==> config.mk <==
export PLATFORM = sky130hd
export DESIGN_NAME = tiny_eight_op_cpu_core_unit
export DESIGN_NICKNAME = d
export VERILOG_FILES = /design/src/rtl/core/tecc_pkg.sv /design/src/rtl/core/tiny_eight_op_cpu_core_unit.sv /design/src/rtl/core/tecc_front.sv /design/src/rtl/core/tecc_dmem.sv /design/src/rtl/core/tecc_back.sv
export SDC_FILE = /design/constraint.sdc
export NUM_CORES = 2
export LEC_CHECK = 0
export BUFFER_PORTS_ARGS = -buffer_cell sky130_fd_sc_hd__buf_2
export CORE_MARGIN = 2
export CORE_UTILIZATION = 26
export CTS_CLUSTER_DIAMETER = 30
export DETAILED_ROUTE_END_ITERATION = 10
export HOLD_SLACK_MARGIN = 0.06
export SLEW_MARGIN = 20
export SYNTH_ARGS = -nofsm -noshare
export SYNTH_HDL_FRONTEND = slang
export SYNTH_HIERARCHICAL = 1
export SYNTH_SLANG_ARGS = --single-unit
==> constraint.sdc <==
create_clock -name clk -period 7.5 [get_ports clk]
set_input_delay 0.75 -clock clk [delete_from_list [all_inputs] [get_ports clk]]
set_output_delay 0.75 -clock clk [all_outputs]
set_load 0.1 [all_outputs]
==> src/rtl/core/tecc_pkg.sv <==
// Shared types and constants for the tiny eight-op core.
`default_nettype none
package tecc_pkg;

  localparam int REG_COUNT = 8;
  localparam int RAW       = 3;   // register number width
  localparam int QDEPTH    = 4;   // front-to-back queue entries
  localparam int QAW       = 2;

  // instruction word field positions
  localparam int OP_POS  = 17;
  localparam int DST_POS = 14;
  localparam int SRC_POS = 11;
  localparam int TGT_POS = 8;

  typedef enum logic [1:0] {
    FUNC_EXEC  = 2'd0,
    FUNC_WREG  = 2'd1,
    FUNC_SETPC = 2'd2,
    FUNC_WBYTE = 2'd3
  } func_t;

  typedef enum logic [2:0] {
    OP_LOAD  = 3'd0,
    OP_STORE = 3'd1,
    OP_ADD   = 3'd2,
    OP_ADDI  = 3'd3,
    OP_MUL   = 3'd4,
    OP_INV   = 3'd5,
    OP_BEQ   = 3'd6,
    OP_HALT  = 3'd7
  } op_t;

  // decoded item as it sits in the queue
  typedef struct packed {
    func_t            func;
    op_t              op;
    logic [RAW-1:0]   dst;   // register select for register writes too
    logic [RAW-1:0]   src;
    logic [RAW-1:0]   tgt;
    logic [7:0]       imm;
    logic [7:0]       wval;
    logic [7:0]       baddr;
  } item_t;

  typedef struct packed {
    logic [7:0]     next_pc;
    logic           is_halted;
    logic           reg_written;
    logic [RAW-1:0] reg_number;
    logic [7:0]     reg_result;
    logic           store_done;
    logic [7:0]     store_address;
    logic [7:0]     store_value;
    logic           branch_taken;
  } res_t;

endpackage
`default_nettype wire

==> src/rtl/core/tiny_eight_op_cpu_core_unit.sv <==
// Top level of the tiny eight-op core.
// The core takes one item per cycle while its queue has room, and returns one result per item, in order.
// An accepted item enters a four-entry queue; the back end reads operands and
// the data store in one stage and executes, retires and updates the register
// file, pc and halt flag in the next, then the result sits in an output
// register. The back end takes one item per cycle unless the output register
// is held by out_ready; the data store's single registered read port is used
// once per item. Register results and store writes are bypassed to the
// following item, so back-to-back dependent instructions run at full rate. The
// data store keeps one valid bit per byte, so it reads as zero after reset
// with no clearing pass.
`default_nettype none
module tiny_eight_op_cpu_core_unit #(
  parameter int DATA_DEPTH = 256
) (
  input  wire logic        clk,
  input  wire logic        rst,
  input  wire logic        in_valid,
  output logic             in_ready,
  input  wire logic [1:0]  func,
  input  wire logic [19:0] instr_word,
  input  wire logic [2:0]  reg_select,
  input  wire logic [7:0]  write_value,
  input  wire logic [7:0]  byte_address,
  output logic             out_valid,
  input  wire logic        out_ready,
  output logic [7:0]       next_pc,
  output logic             is_halted,
  output logic             reg_written,
  output logic [2:0]       reg_number,
  output logic [7:0]       reg_result,
  output logic             store_done,
  output logic [7:0]       store_address,
  output logic [7:0]       store_value,
  output logic             branch_taken
);
  import tecc_pkg::*;

  logic  q_valid;
  item_t q_item;
  logic  q_pop;
  res_t  res;

  tecc_front u_front (
    .clk          (clk),
    .rst          (rst),
    .in_valid     (in_valid),
    .in_ready     (in_ready),
    .func         (func),
    .instr_word   (instr_word),
    .reg_select   (reg_select),
    .write_value  (write_value),
    .byte_address (byte_address),
    .q_valid      (q_valid),
    .q_item       (q_item),
    .q_pop        (q_pop)
  );

  tecc_back #(
    .DATA_DEPTH(DATA_DEPTH)
  ) u_back (
    .clk       (clk),
    .rst       (rst),
    .q_valid   (q_valid),
    .q_item    (q_item),
    .q_pop     (q_pop),
    .out_valid (out_valid),
    .out_ready (out_ready),
    .res       (res)
  );

  assign next_pc       = res.next_pc;
  assign is_halted     = res.is_halted;
  assign reg_written   = res.reg_written;
  assign reg_number    = res.reg_number;
  assign reg_result    = res.reg_result;
  assign store_done    = res.store_done;
  assign store_address = res.store_address;
  assign store_value   = res.store_value;
  assign branch_taken  = res.branch_taken;

endmodule
`default_nettype wire

==> src/rtl/core/tecc_front.sv <==
// Front end: accepts items, decodes instruction fields and queues them.
`default_nettype none
module tecc_front (
  input  wire logic             clk,
  input  wire logic             rst,
  input  wire logic             in_valid,
  output logic                  in_ready,
  input  wire logic [1:0]       func,
  input  wire logic [19:0]      instr_word,
  input  wire logic [2:0]       reg_select,
  input  wire logic [7:0]       write_value,
  input  wire logic [7:0]       byte_address,
  output logic                  q_valid,
  output tecc_pkg::item_t       q_item,
  input  wire logic             q_pop
);
  import tecc_pkg::*;

  item_t          fifo [QDEPTH];
  logic [QAW-1:0] wr_ptr;
  logic [QAW-1:0] rd_ptr;
  logic [QAW:0]   count;
  item_t          dec;
  logic           push;
  logic           pop;

  always_comb begin
    dec.func  = func_t'(func);
    dec.op    = op_t'(instr_word[OP_POS +: 3]);
    dec.dst   = (func_t'(func) == FUNC_WREG) ? reg_select : instr_word[DST_POS +: RAW];
    dec.src   = instr_word[SRC_POS +: RAW];
    dec.tgt   = instr_word[TGT_POS +: RAW];
    dec.imm   = instr_word[7:0];
    dec.wval  = write_value;
    dec.baddr = byte_address;
  end

  assign in_ready = (count != (QAW+1)'(QDEPTH));
  assign push     = in_valid && in_ready;
  assign q_valid  = (count != '0);
  assign pop      = q_pop && q_valid;
  assign q_item   = fifo[rd_ptr];

  always_ff @(posedge clk) begin
    if (push) begin
      fifo[wr_ptr] <= dec;
    end
  end

  always_ff @(posedge clk) begin
    if (rst) begin
      wr_ptr <= '0;
      rd_ptr <= '0;
      count  <= '0;
    end else begin
      if (push) begin
        wr_ptr <= wr_ptr + 1'b1;
      end
      if (pop) begin
        rd_ptr <= rd_ptr + 1'b1;
      end
      case ({push, pop})
        2'b10:   count <= count + 1'b1;
        2'b01:   count <= count - 1'b1;
        default: count <= count;
      endcase
    end
  end

endmodule
`default_nettype wire

==> src/rtl/core/tecc_dmem.sv <==
// Data store: one write port, one registered read port, per-entry valid bits.
`default_nettype none
module tecc_dmem #(
  parameter int DATA_DEPTH = 256,
  localparam int AW = $clog2(DATA_DEPTH)
) (
  input  wire logic          clk,
  input  wire logic          rst,
  input  wire logic          we,
  input  wire logic [AW-1:0] waddr,
  input  wire logic [7:0]    wdata,
  input  wire logic          re,
  input  wire logic [AW-1:0] raddr,
  output logic [7:0]         rdata
);
  import tecc_pkg::*;

  logic [7:0]            mem [DATA_DEPTH];
  logic [DATA_DEPTH-1:0] vld;
  logic [7:0]            rd_q;
  logic                  rv_q;

  always_ff @(posedge clk) begin
    if (we) begin
      mem[waddr] <= wdata;
    end
    if (re) begin
      rd_q <= mem[raddr];
    end
  end

  always_ff @(posedge clk) begin
    if (rst) begin
      vld  <= '0;
      rv_q <= 1'b0;
    end else begin
      if (we) begin
        vld[waddr] <= 1'b1;
      end
      if (re) begin
        rv_q <= vld[raddr];
      end
    end
  end

  // never-written entries read as zero
  assign rdata = rv_q ? rd_q : 8'd0;

endmodule
`default_nettype wire

==> src/rtl/core/tecc_back.sv <==
// Back end: operand read stage, execute stage and output register.
`default_nettype none
module tecc_back #(
  parameter int DATA_DEPTH = 256
) (
  input  wire logic             clk,
  input  wire logic             rst,
  input  wire logic             q_valid,
  input  wire tecc_pkg::item_t  q_item,
  output logic                  q_pop,
  output logic                  out_valid,
  input  wire logic             out_ready,
  output tecc_pkg::res_t        res
);
  import tecc_pkg::*;

  localparam int AW = $clog2(DATA_DEPTH);

  typedef logic [255:0][AW-1:0] mod_tbl_t;

  // byte address folded into the store, built by counting
  function automatic mod_tbl_t build_mod_tbl();
    mod_tbl_t t;
    int       k;
    k = 0;
    for (int i = 0; i < 256; i++) begin
      t[i] = AW'(k);
      if (k == DATA_DEPTH - 1) begin
        k = 0;
      end else begin
        k = k + 1;
      end
    end
    return t;
  endfunction

  localparam mod_tbl_t MOD_TBL = build_mod_tbl();

  logic [7:0]     rf [REG_COUNT];
  logic [7:0]     pc;
  logic           halted;

  // execute stage registers
  logic           b_valid;
  item_t          b_item;
  logic [7:0]     b_a;
  logic [7:0]     b_b;
  logic [AW-1:0]  b_addr;
  logic           b_fwd_hit;
  logic [7:0]     b_fwd_data;

  // execute stage results
  logic           rw;
  logic [RAW-1:0] rnum;
  logic [7:0]     rres;
  logic           sd;
  logic [7:0]     sval;
  logic [7:0]     saddr;
  logic           bt;
  logic [7:0]     pc_next;
  logic           halted_next;
  logic           mem_we;
  logic [7:0]     mem_wdata;
  logic [7:0]     mem_rdata;
  logic [7:0]     ld_data;
  logic           b_fire;

  // operand stage
  logic           a_adv;
  logic [7:0]     op_a;
  logic [7:0]     op_b;
  logic [AW-1:0]  a_addr;

  res_t           o_res;

  assign b_fire  = b_valid && (!out_valid || out_ready);
  assign a_adv   = q_valid && (!b_valid || b_fire);
  assign q_pop   = a_adv;
  assign ld_data = b_fwd_hit ? b_fwd_data : mem_rdata;

  always_comb begin
    rw          = 1'b0;
    rnum        = '0;
    rres        = 8'd0;
    sd          = 1'b0;
    sval        = 8'd0;
    saddr       = 8'd0;
    bt          = 1'b0;
    pc_next     = pc;
    halted_next = halted;
    mem_we      = 1'b0;
    mem_wdata   = b_item.wval;
    case (b_item.func)
      FUNC_EXEC: begin
        if (!halted) begin
          pc_next = pc + 8'd1;
          case (b_item.op)
            OP_LOAD: begin
              rw   = 1'b1;
              rres = ld_data;
            end
            OP_STORE: begin
              sd        = 1'b1;
              saddr     = 8'(b_addr);
              sval      = b_a;
              mem_we    = 1'b1;
              mem_wdata = b_a;
            end
            OP_ADD: begin
              rw   = 1'b1;
              rres = b_a + b_b;
            end
            OP_ADDI: begin
              rw   = 1'b1;
              rres = b_a + b_item.imm;
            end
            OP_MUL: begin
              rw   = 1'b1;
              rres = {4'd0, b_a[3:0]} * {4'd0, b_a[7:4]};
            end
            OP_INV: begin
              rw   = 1'b1;
              rres = ~b_a;
            end
            OP_BEQ: begin
              if (b_a == b_b) begin
                bt      = 1'b1;
                pc_next = b_item.imm;
              end
            end
            OP_HALT: begin
              halted_next = 1'b1;
            end
            default: ;
          endcase
          if (rw) begin
            rnum = b_item.dst;
          end
        end
      end
      FUNC_WREG: begin
        rw   = 1'b1;
        rnum = b_item.dst;
        rres = b_item.wval;
      end
      FUNC_SETPC: begin
        pc_next = b_item.wval;
      end
      FUNC_WBYTE: begin
        mem_we = 1'b1;
      end
      default: ;
    endcase
  end

  // operand read with bypass from the item retiring this cycle
  always_comb begin
    op_a = rf[q_item.src];
    op_b = rf[q_item.tgt];
    if (b_fire && rw && (rnum == q_item.src)) begin
      op_a = rres;
    end
    if (b_fire && rw && (rnum == q_item.tgt)) begin
      op_b = rres;
    end
    a_addr = (q_item.func == FUNC_WBYTE) ? MOD_TBL[q_item.baddr] : MOD_TBL[op_b];
  end

  tecc_dmem #(
    .DATA_DEPTH(DATA_DEPTH)
  ) u_dmem (
    .clk   (clk),
    .rst   (rst),
    .we    (b_fire && mem_we),
    .waddr (b_addr),
    .wdata (mem_wdata),
    .re    (a_adv),
    .raddr (a_addr),
    .rdata (mem_rdata)
  );

  always_ff @(posedge clk) begin
    if (a_adv) begin
      b_item     <= q_item;
      b_a        <= op_a;
      b_b        <= op_b;
      b_addr     <= a_addr;
      // the read misses a write landing on the same edge
      b_fwd_hit  <= b_fire && mem_we && (b_addr == a_addr);
      b_fwd_data <= mem_wdata;
    end
    if (b_fire) begin
      o_res.next_pc       <= pc_next;
      o_res.is_halted     <= halted_next;
      o_res.reg_written   <= rw;
      o_res.reg_number    <= rnum;
      o_res.reg_result    <= rres;
      o_res.store_done    <= sd;
      o_res.store_address <= saddr;
      o_res.store_value   <= sval;
      o_res.branch_taken  <= bt;
    end
  end

  always_ff @(posedge clk) begin
    if (rst) begin
      for (int i = 0; i < REG_COUNT; i++) begin
        rf[i] <= 8'd0;
      end
      pc        <= 8'd0;
      halted    <= 1'b0;
      b_valid   <= 1'b0;
      out_valid <= 1'b0;
    end else begin
      if (b_fire) begin
        pc     <= pc_next;
        halted <= halted_next;
        if (rw) begin
          rf[rnum] <= rres;
        end
      end
      if (a_adv) begin
        b_valid <= 1'b1;
      end else if (b_fire) begin
        b_valid <= 1'b0;
      end
      if (b_fire) begin
        out_valid <= 1'b1;
      end else if (out_ready) begin
        out_valid <= 1'b0;
      end
    end
  end

  assign res = o_res;

endmodule
`default_nettype wire

==> summary.md <==
| Metric | Value |
|---|---|
| Post-synthesis sequential area ratio | 74.2% |
| Later-pin clock latency in the skew report | 0.90 ns |
| Slew Limit Headroom | 17.6% |
| Post-synth top flop | edfxtp_1 |
| Post-detailed-route DRC marker count | 0 |
| Dpl cells | 10666 |
| Num CTS Buffers | 412 |
| Via count | 56133 |
| Site Rows | 231 |
| Post-route cell area | 125000 um^2 |
| RSZ-0062 raised after global routing | false |
| Setup crit end kind | flop |
| First-iteration detailed-routing DRC count | 6491 |
| Yosys cell types | 72 |
| Final Wtd Congestion | 0.884 |
| Hpwl dp | 178 mm |
| Die area | 403000 um^2 |
| # setup viols final | 0 |
| Share of layout cells above drive strength 1 | 27.1% |
| Clock Sinks | 2645 |
| First-pass GRT wire length | 406 mm |
| Yosys warns | 6 |
| Post-Syn Area | 103000 um^2 |
| Fillers | 37682 |
| Worst min-delay path category | in2reg |
| Post-Synthesis Cells | 5537 |
| Most frequent cells in the layout | 2368 x edfxtp_1, 815 x nor2_1, 644 x mux4_2 |
| Combinational power share | 29.6% |
| Reg power frac | 35.2% |
| Commonest non-fill, non-tap cell in the layout | edfxtp_1 |
| Htree depth | 5 |
| Count of non-filler cells in the finished layout | 11445 |
| Top post-synthesis cells by area | edfxtp_1 69%, mux4_2 14%, dfxtp_1 5.4% |
| CTS Buffer Depth | 4 |
| Final ANT Viol Nets | 0 |
| Largest net degree at the start of global routing | 179 |
| WP data arrival | 7.95 ns |
| Critical Path Most Common Cell | nand2_1 |
| Die width | 635 um |
| Synthesized Nets | 5617 |
| Initial antenna violation count | 14 |
| Crit start category | flop |
| Kind of critical path | reg2reg |
| Clock transition at path regs | 0.05 ns |
| Avg Cell Area, Syn | 18.7 um^2 |
| Clock tree from TritonCTS | yes |
| Switching pwr | 18.3 mW |
| Number of max-cap violations | 0 |
| Number of flops mapped to enable cells by yosys | 2368 |
| Vias in the first global route | 55603 |
| Switching part of the total power | 33.7% |
| Share of Yosys cell area claimed by the top area cell type | 68.8% |
| Tot Pwr | 54.5 mW |
| Layer with the highest usage | met2 |
| Final period util | 97.5% |
| Post-Place Setup Slack | 0.487 ns |
| Post-DP Area | 110000 um^2 |
| Synth-to-Final Area Change | 20.6% |
| Fmax | 137 MHz |
| Initial Util | 26.1% |
| Lkg Pwr | 39.1 nW |
| Flops & latches, synth | 2645 |
| Maximum vdd ir drop | 0.479 mV |
| # Post-CTS Setup Buffers | 0 |
| Routed Wire Length | 283 mm |
| Vias/cell | 4.90 |
| Met1 Track Usage GR | 17.8% |
| Core ar. | 396000 um^2 |
| Port Buffers | 85 |
| Grt total ovfl | 0 |
| Share of async-settable or async-resettable flops after synthesis | 0% |
| Pwr dens | 437 nW/um^2 |
| I/O Pins | 86 |
| Outcome | complete, no violations |
| Die H | 635 um |
| Worst path cell trace | nor2b_1, nand2_1, nand2_1, o21ai_0, ha_1, fa_1, a211o_1, a21o_1, a211oi_1, o21a_1, a21oi_1, nand2_1, nand2_1, and2_4, a22oi_1, a21oi_1, nor4_1, buf_4, o22ai_1, or2_1 |
| Int Pwr | 36.1 mW |
| Nets | 5927 |
| First-pass detailed-route iteration total | 7 |
| Clock network power share | 35.2% |
| Worst Skew | 0.0899 ns |
| Slowest cell on crit path | nor4_1 |
| Critical Path RT | 8.14 ns |
| Setup_tns | 0 ns |
| Post-CTS Resized | 0 |
| Root Driver | clkbuf_16 |
| Overall routing resource usage | 13.7% |
| Fin. Hold Viols | 0 |
| WHS | 0.126 ns |
| Area leader, netlist | edfxtp_1 |
| Final WS setup | 0.187 ns |
| Final Max Slew Viols | 0 |
| Grt met2 use | 22.5% |
| Worst-margin pin slew | 1.23 ns |
| Core Util, Final | 31.5% |
| Avg WL per Cell | 24.7 um |
| Crit path max fanout | 82 |
| Grt met3 use | 2.33% |
| CP max stage delay | 0.86 ns |
| Post-layout min period | 7.31 ns |
final timing paths:
check | startpoint | to | slack, ns | cells after the start
max | u_back/b_item[34]$_DFFE_PP_ | u_back/u_dmem/rd_q[4]$_DFFE_PP_ | 0.19 | 20
min | write_value[2] | u_front/fifo[1][10]$_DFFE_PP_ | 0.13 | 1
max reg2reg | u_back/b_item[34]$_DFFE_PP_ | u_back/u_dmem/rd_q[4]$_DFFE_PP_ | 0.19 | 20
min reg2reg | u_back/u_dmem/vld[21]$_SDFFE_PP0P_ | u_back/u_dmem/vld[21]$_SDFFE_PP0P_ | 0.46 | 2
critical path: cells and delay by family, from the launching register on:
kind,cells,cell delay [ns]
DFF,1,0.61
adders and majority gates,2,0.63
buffers and inverters,1,0.24
and+or+nand+nor,8,3.36
AOI/OAI and AO/OA,9,2.13
metal layers:
metal | up-vias | wire length, um
li1 | 22972 | -
met1 | 29648 | 110000
met2 | 2878 | 137000
met3 | 635 | 23200
met4 | 0 | 13000
met5 | - | 0
power by group through the flow:
stage | registers (mW) | logic [mW] | clock network (mW)
6_report | 19.2 | 16.1 | 19.2
5_1_grt | 19.2 | 16.8 | 20.1
4_1_cts | 19.1 | 16.1 | 19.5
3_5_place_dp | 19.4 | 16.1 | 0
3_3_place_gp | 19.4 | 15.9 | 0
2_1_floorplan | 19.9 | 9.29 | 0
area by class of cell:
class | count | area (um^2) | share of cell area (%)
Antenna cell | 4 | 10.0 | 0.00803
Clock buffer | 468 | 10700 | 8.60
Clock inverter | 298 | 3470 | 2.78
Inverter | 42 | 158 | 0.126
Multi-Input combinational cell | 2512 | 25200 | 20.2
Sequential cell | 2645 | 76700 | 61.5
Tap cell | 5242 | 6560 | 5.26
Timing Repair Buffer | 234 | 1880 | 1.51
cell families after synthesis:
kind of cell / synth area share (%)
flip-flops: 74.2
multiplexers: 14.7
XOR/XNOR: 0.297
AO/OA/AOI/OAI: 4.01
buffers and inverters: 1.73
adder cells (fa/ha/maj): 0.467
AND/OR/NAND/NOR: 4.63
sequential cells by signal (all words and copies together) (netlist names), named ones only:
register / flops
u_back/b_a: 8
u_back/b_addr: 8
u_back/b_b: 8
u_back/b_fwd_data: 8
u_back/b_fwd_hit: 1
u_back/b_item: 24
u_back/b_valid: 1
u_back/halted: 1
u_back/out_valid: 1
u_back/pc: 8
u_back/res: 39
u_back/rf: 64
u_back/u_dmem/mem: 2048
u_back/u_dmem/rd_q: 8
u_back/u_dmem/rv_q: 1
u_back/u_dmem/vld: 256
u_front/count: 3
u_front/fifo: 152
u_front/rd_ptr: 2
u_front/wr_ptr: 2
synthesized netlist by cell type (all sizes together) (11+ instances only):
master,count
a211oi,18
a21oi,165
a22oi,276
and2,33
and3,16
buf,137
clkbuf,201
dfxtp,277
edfxtp,2368
ha,29
inv,42
mux2,27
mux2i,39
mux4,644
nand2,80
nand2b,11
nand3,38
nand4,11
nor2,833
nor2b,27
nor3,15
nor4,37
o21ai,19
o21ba,29
o22ai,23
or2,15
xor2,27
repair_timing:
item                       4_1_cts  5_1_grt
hold endpoints to repair        35        0
hold buffers                     9        0
setup endpoints to repair        0        0
(Power assumes the default switching activity.)
